**config.mk**
```make
export PLATFORM = sky130hd
export DESIGN_NAME = rgb_quad_to_yuv420_unit
export DESIGN_NICKNAME = d
export VERILOG_FILES = /design/src/hw/rtl/rqy_pkg.sv /design/src/hw/rtl/rqy_pixel.sv /design/src/hw/rtl/rgb_quad_to_yuv420_unit.sv
export SDC_FILE = /design/constraint.sdc
export NUM_CORES = 2
export LEC_CHECK = 0
export ABC_AREA = 0
export BUFFER_PORTS_ARGS = -buffer_cell sky130_fd_sc_hd__buf_4
export CORE_UTILIZATION = 27
export DETAILED_ROUTE_END_ITERATION = 16
export GPL_ROUTABILITY_DRIVEN = 0
export SETUP_SLACK_MARGIN = 0.1
export SLEW_MARGIN = 20
export SYNTH_ARGS = -nofsm -noshare
export SYNTH_HDL_FRONTEND = slang
export SYNTH_SLANG_ARGS = --single-unit
```
**constraint.sdc**
```tcl
create_clock -name clk -period 5.9 [get_ports clk]
set_input_delay 0 -clock clk [delete_from_list [all_inputs] [get_ports clk]]
set_output_delay 0 -clock clk [all_outputs]
set_load 0.005 [all_outputs]
```
**src/hw/rtl/rqy_pkg.sv**
```systemverilog
// types and fixed conversion constants for the rgb quad to yuv420 unit
`default_nettype none

package rqy_pkg;

  localparam int unsigned CH_W   = 8;
  localparam int unsigned COEF_W = 9;
  localparam int unsigned PROD_W = 18;
  localparam int unsigned SUM_W  = 19;
  localparam int unsigned NUM_PIX = 4;

  // luma row
  localparam logic signed [COEF_W-1:0] Y_R  =  9'sd76;
  localparam logic signed [COEF_W-1:0] Y_G  =  9'sd150;
  localparam logic signed [COEF_W-1:0] Y_B  =  9'sd29;
  // blue-difference row
  localparam logic signed [COEF_W-1:0] CB_R = -9'sd43;
  localparam logic signed [COEF_W-1:0] CB_G = -9'sd84;
  localparam logic signed [COEF_W-1:0] CB_B =  9'sd127;
  // red-difference row
  localparam logic signed [COEF_W-1:0] CR_R =  9'sd127;
  localparam logic signed [COEF_W-1:0] CR_G = -9'sd106;
  localparam logic signed [COEF_W-1:0] CR_B = -9'sd21;

  // 128 scaled by 256, added before the shift so it works as a floor
  localparam logic signed [SUM_W-1:0] CHROMA_BIAS = 19'sd32768;

  typedef struct packed {
    logic [CH_W-1:0] r;
    logic [CH_W-1:0] g;
    logic [CH_W-1:0] b;
  } rgb_t;

  typedef struct packed {
    logic [CH_W-1:0] y;
    logic [CH_W-1:0] cb;
    logic [CH_W-1:0] cr;
  } yuv_t;

endpackage

`default_nettype wire

```
**src/hw/rtl/rqy_pixel.sv**
```systemverilog
// one pixel's luma and biased chroma: products stage, then sum and shift stage
`default_nettype none

module rqy_pixel (
  input  wire logic          clk,
  input  wire rqy_pkg::rgb_t px,
  output rqy_pkg::yuv_t      res
);

  localparam int unsigned PW = rqy_pkg::PROD_W;
  localparam int unsigned SW = rqy_pkg::SUM_W;

  logic signed [rqy_pkg::COEF_W-1:0] r_s, g_s, b_s;

  logic signed [PW-1:0] yr, yg, yb;
  logic signed [PW-1:0] ur, ug, ub;
  logic signed [PW-1:0] vr, vg, vb;

  logic signed [SW-1:0] y_sum, u_sum, v_sum;
  logic signed [SW-1:0] u_biased, v_biased;

  assign r_s = signed'({1'b0, px.r});
  assign g_s = signed'({1'b0, px.g});
  assign b_s = signed'({1'b0, px.b});

  // stage 1: nine constant products, operands widened so nothing overflows
  always_ff @(posedge clk) begin
    yr <= PW'(r_s) * PW'(rqy_pkg::Y_R);
    yg <= PW'(g_s) * PW'(rqy_pkg::Y_G);
    yb <= PW'(b_s) * PW'(rqy_pkg::Y_B);
    ur <= PW'(r_s) * PW'(rqy_pkg::CB_R);
    ug <= PW'(g_s) * PW'(rqy_pkg::CB_G);
    ub <= PW'(b_s) * PW'(rqy_pkg::CB_B);
    vr <= PW'(r_s) * PW'(rqy_pkg::CR_R);
    vg <= PW'(g_s) * PW'(rqy_pkg::CR_G);
    vb <= PW'(b_s) * PW'(rqy_pkg::CR_B);
  end

  always_comb begin
    y_sum    = SW'(yr) + SW'(yg) + SW'(yb);
    u_sum    = SW'(ur) + SW'(ug) + SW'(ub);
    v_sum    = SW'(vr) + SW'(vg) + SW'(vb);
    u_biased = u_sum + rqy_pkg::CHROMA_BIAS;
    v_biased = v_sum + rqy_pkg::CHROMA_BIAS;
  end

  // stage 2: all sums land in 0..65535, so bits 15:8 are the shifted value
  always_ff @(posedge clk) begin
    res.y  <= y_sum[15:8];
    res.cb <= u_biased[15:8];
    res.cr <= v_biased[15:8];
  end

endmodule

`default_nettype wire

```
**src/hw/rtl/rgb_quad_to_yuv420_unit.sv**
```systemverilog
// top level: 2x2 rgb quad to four luma samples and one averaged chroma pair
//
// usage:
//   a request is taken at a rising edge with start high and busy low. busy
//   is held low: the unit is a three-stage pipeline and takes a new quad in
//   every cycle, one quad per cycle sustained.
//   stage 1 forms the nine constant products of each pixel, stage 2 sums
//   them and shifts to 8-bit luma and biased chroma, stage 3 averages the
//   four chroma values and registers all six results.
//   a result shows with done high once stage 3 has registered it, and the
//   results stay on the ports for that one cycle.
//   the receiver cannot hold results off, so nothing ever stalls.
//   reset (rst, synchronous, active high) clears the valid bits of all
//   stages; requests in flight are dropped and done stays low.
`default_nettype none

module rgb_quad_to_yuv420_unit (
  input  wire logic       clk,
  input  wire logic       rst,
  input  wire logic       start,
  output logic            busy,
  input  wire logic [7:0] red_top_left,
  input  wire logic [7:0] green_top_left,
  input  wire logic [7:0] blue_top_left,
  input  wire logic [7:0] red_top_right,
  input  wire logic [7:0] green_top_right,
  input  wire logic [7:0] blue_top_right,
  input  wire logic [7:0] red_bottom_left,
  input  wire logic [7:0] green_bottom_left,
  input  wire logic [7:0] blue_bottom_left,
  input  wire logic [7:0] red_bottom_right,
  input  wire logic [7:0] green_bottom_right,
  input  wire logic [7:0] blue_bottom_right,
  output logic            done,
  output logic [7:0]      luma_top_left,
  output logic [7:0]      luma_top_right,
  output logic [7:0]      luma_bottom_left,
  output logic [7:0]      luma_bottom_right,
  output logic [7:0]      chroma_blue_avg,
  output logic [7:0]      chroma_red_avg
);

  localparam int unsigned NP    = rqy_pkg::NUM_PIX;
  localparam int unsigned CW    = rqy_pkg::CH_W;
  localparam int unsigned ACC_W = CW + $clog2(NP);

  rqy_pkg::rgb_t px  [NP];
  rqy_pkg::yuv_t pix [NP];

  logic valid1, valid2, valid3;

  logic [ACC_W-1:0] cb_acc, cr_acc;

  assign busy = 1'b0;

  assign px[0] = '{r: red_top_left,     g: green_top_left,     b: blue_top_left};
  assign px[1] = '{r: red_top_right,    g: green_top_right,    b: blue_top_right};
  assign px[2] = '{r: red_bottom_left,  g: green_bottom_left,  b: blue_bottom_left};
  assign px[3] = '{r: red_bottom_right, g: green_bottom_right, b: blue_bottom_right};

  for (genvar i = 0; i < NP; i++) begin : g_pix
    rqy_pixel u_pix (
      .clk (clk),
      .px  (px[i]),
      .res (pix[i])
    );
  end

  always_ff @(posedge clk) begin
    if (rst) begin
      valid1 <= 1'b0;
      valid2 <= 1'b0;
      valid3 <= 1'b0;
    end else begin
      valid1 <= start && !busy;
      valid2 <= valid1;
      valid3 <= valid2;
    end
  end

  always_comb begin
    cb_acc = '0;
    cr_acc = '0;
    for (int i = 0; i < NP; i++) begin
      cb_acc = cb_acc + ACC_W'(pix[i].cb);
      cr_acc = cr_acc + ACC_W'(pix[i].cr);
    end
  end

  // stage 3: truncating average of the four chroma values, registered with the four luma values
  always_ff @(posedge clk) begin
    luma_top_left     <= pix[0].y;
    luma_top_right    <= pix[1].y;
    luma_bottom_left  <= pix[2].y;
    luma_bottom_right <= pix[3].y;
    chroma_blue_avg   <= cb_acc[ACC_W-1 -: CW];
    chroma_red_avg    <= cr_acc[ACC_W-1 -: CW];
  end

  assign done = valid3;

endmodule

`default_nettype wire

```
==> results.cfg <==
[run_status]
status = finished clean

[clocking]
h-tree-depth = 3
clkSlewWorstSetupHoldPaths_ns = 0.06
clk_path_buf_depth = 3
root_buffer = clkbuf_16
cts_sinks = 619
cts_tree = yes
post_cts_buffers = 0
cts_buffers = 79
insertion_delay_ns = 0.70
ctsResizeCount = 0

[floorplanning]
num_rows = 168
num_io_pins = 149
die-area_um2 = 213000
die_h_um = 461
chipWidth_um = 461
start_util_pct = 27.1
core_um2 = 210000

[yosys]
synth.largest_area_cell = ha_1
netlist_area_um2 = 56900
ys_types = 74
yosysMostFrequentCell = ha_1
synth_edf_count = 0
avgSynthCellArea_um2 = 10.4
async_reset_ff_share_pct = 0
ys_seq_elements = 619
ys_warn_count = 0
ys_seq_area_share_pct = 21.8
synthTopCellsByArea = ha_1, dfxtp_1, fa_1, inv_1, xnor2_1
synth_top_area_share_pct = 29.1
synth_flop_cell = dfxtp_1
syn_nets = 7448
netlist_instances = 5451
synth_common_cells = ha_1, inv_1, dfxtp_1

[place]
place_area_um2 = 61500
io_buffers = 147
hpwl_um = 111000
post-place-ws_ns = 1.77

[critical_path]
crit_top_cell = a21oi_1
crit_chain = dlygate4sd3_1 > buf_4 > inv_1 > fa_1 > inv_1 > fa_1 > ha_1 > a21oi_1 > fa_1 > inv_1 > ha_1 > or2_2 > a21oi_1 > a21oi_1 > a211oi_1 > a21oi_1 > xnor2_1
cp_top_family = adder cells
path_buf_inv = 5
slowest_stage = dlygate4sd3_1
cp_data_required_time_ns = 6.44
crit_fanout = 7
cp_data_arrival_time_ns = 4.56
crit_path_max_incr_delay_ns = 0.54
critPathLaunchType = primary input
crit_path_end_kind = flip-flop
reg2reg_slack_ns = 2.63
critPathKind = in -> reg

[pwr]
vdd_drop_max_uv = 569
power.leakage_nw = 32.5
pwr_density_cell_nw_per_um2 = 589
p_total_mw = 38.6

[final_layout]
syn_to_final_growth_pct = 15.1
design_area_um2 = 65500
nets = 7801
layout-drive-gt1-share_pct = 5.52
fill_cells = 21300

[grt]
grt_pass1_vias = 40200
antenna_found_initial = 9
overflow = 0
grt_max_degree = 14
grt_pass1_wl_um = 214000
grtUsageTotal_pct = 12.8

[timing]
fin_crit_sh_pct = 68.1
setup_violations = 0
slew_headroom_pct = 44.9
hold_viol = 0
maxSlewViolCount = 0
fin_setup_tns_ns = 0
setup_ws_ns = 1.88
rsz0062_at_grt = false
period_needed_ns = 4.02
tightest_slew_ns = 0.817
finClkSkew_ns = 0.0494
clock.fmax_mhz = 249

[route]
dr_total_vias = 37700
drt_wl_total_um = 132000
drt_iter0_markers = 1351
dr.pass1.iters = 5
via_per_inst = 4.35
final_antenna_net_count = 0
drc = 0
routedWlPerCell_um = 15.2

[worst_hold_path]
min_path_type = in -> reg

[run]
cap_violations = 0
## cells in the final DEF (no fill, tap or decap), drive strengths merged, types with 21 or more instances in the layout
master	instances
ha	1322
inv	955
dfxtp	619
fa	576
xnor2	293
a21oi	267
nor2	216
buf	147
xor2	138
o21ai	134
nand2	133
dlygate4sd3	128
clkbuf	106
a21o	95
nor3	83
o21a	62
nor2b	61
o21bai	42
nand3	41
nand2b	27
and3	27
nor4	24
nand4	23
or3	21
## routing by layer
metal  track usage, %  up-vias  wire length (um)
li1                 -    19000                 -
met1             16.4    18100             60700
met2             21.8      486             63000
met3             1.45      199              3280
met4             4.93        2              5030
met5                0        -                13
## path summary, 6_finish.rpt
kind                          startpoint               endpoint  cells after the start
setup / recovery      red_bottom_left[5]  g_pix[2].u_pix.vr[14]                     17
hold / removal       red_bottom_right[7]  g_pix[3].u_pix.yr[13]                      3
setup reg to reg    g_pix[3].u_pix.yg[3]  g_pix[3].u_pix.res[7]                      9
hold reg to reg   g_pix[3].u_pix.res[19]   luma_bottom_right[3]                      0
## tightest hold or removal path, stage by stage
cell,delay [ns]
buf_4,0.18
inv_1,0.27
xnor2_1,0.23
## logic make-up after synthesis
group | Yosys count | synth area share, %
adder cells (fa/ha/maj) | 1898 | 49.3
buffers and inverters | 953 | 6.29
AO/OA/AOI/OAI | 795 | 9.18
AND/OR/NAND/NOR | 742 | 6.55
flip-flops | 619 | 21.8
XOR/XNOR | 431 | 6.64
multiplexers | 12 | 0.211
other | 1 | 0.00659
## through the flow
stage,std cells,util (%),hold slack [ns]
5_1_grt,8676,31.2,0.0435
3_5_place_dp,8400,29.3,0.178
4_1_cts,8672,31.2,0.00242
6_report,8676,31.2,0.0644
3_3_place_gp,8400,29.3,0.170
2_1_floorplan,5451,-,0.0277
## repair_timing
item                                    4_1_cts  5_1_grt
hold buffers                                128        0
hold endpoints to repair                    174        0
endpoints found under the setup margin        0        0
## report_power, final
part	total (mW)	internal (mW)	switching, mW
Sequential	8.06	6.57	1.50
Clock	5.02	2.98	2.05
Combinational	25.5	11.5	14.0
## final cells by class
type                    instances  area [um^2]  share of cell area, %
multi-input cells            3879        40900                   62.5
repair buffers                275         2380                   3.64
diodes                          4         10.0                 0.0153
inverters                     950         3570                   5.45
flip-flops and latches        619        12400                   18.9
clock buffers                 106         2300                   3.51
well taps                    2805         3510                   5.36
clock inverters                38          405                  0.619
## registers in the layout, summed over array words and instances, names as in the netlist, 8 cells and up
signal / count
g_pix.u_pix.res: 96
luma_top_right: 8
g_pix.u_pix.vb: 52
g_pix.u_pix.yg: 60
g_pix.u_pix.yb: 52
g_pix.u_pix.vr: 56
g_pix.u_pix.ur: 64
luma_bottom_right: 8
g_pix.u_pix.vg: 44
luma_bottom_left: 8
g_pix.u_pix.ub: 56
chroma_blue_avg: 8
luma_top_left: 8
g_pix.u_pix.yr: 44
g_pix.u_pix.ug: 44
chroma_red_avg: 8
No activity file was read; power rests on OpenSTA's default activity.
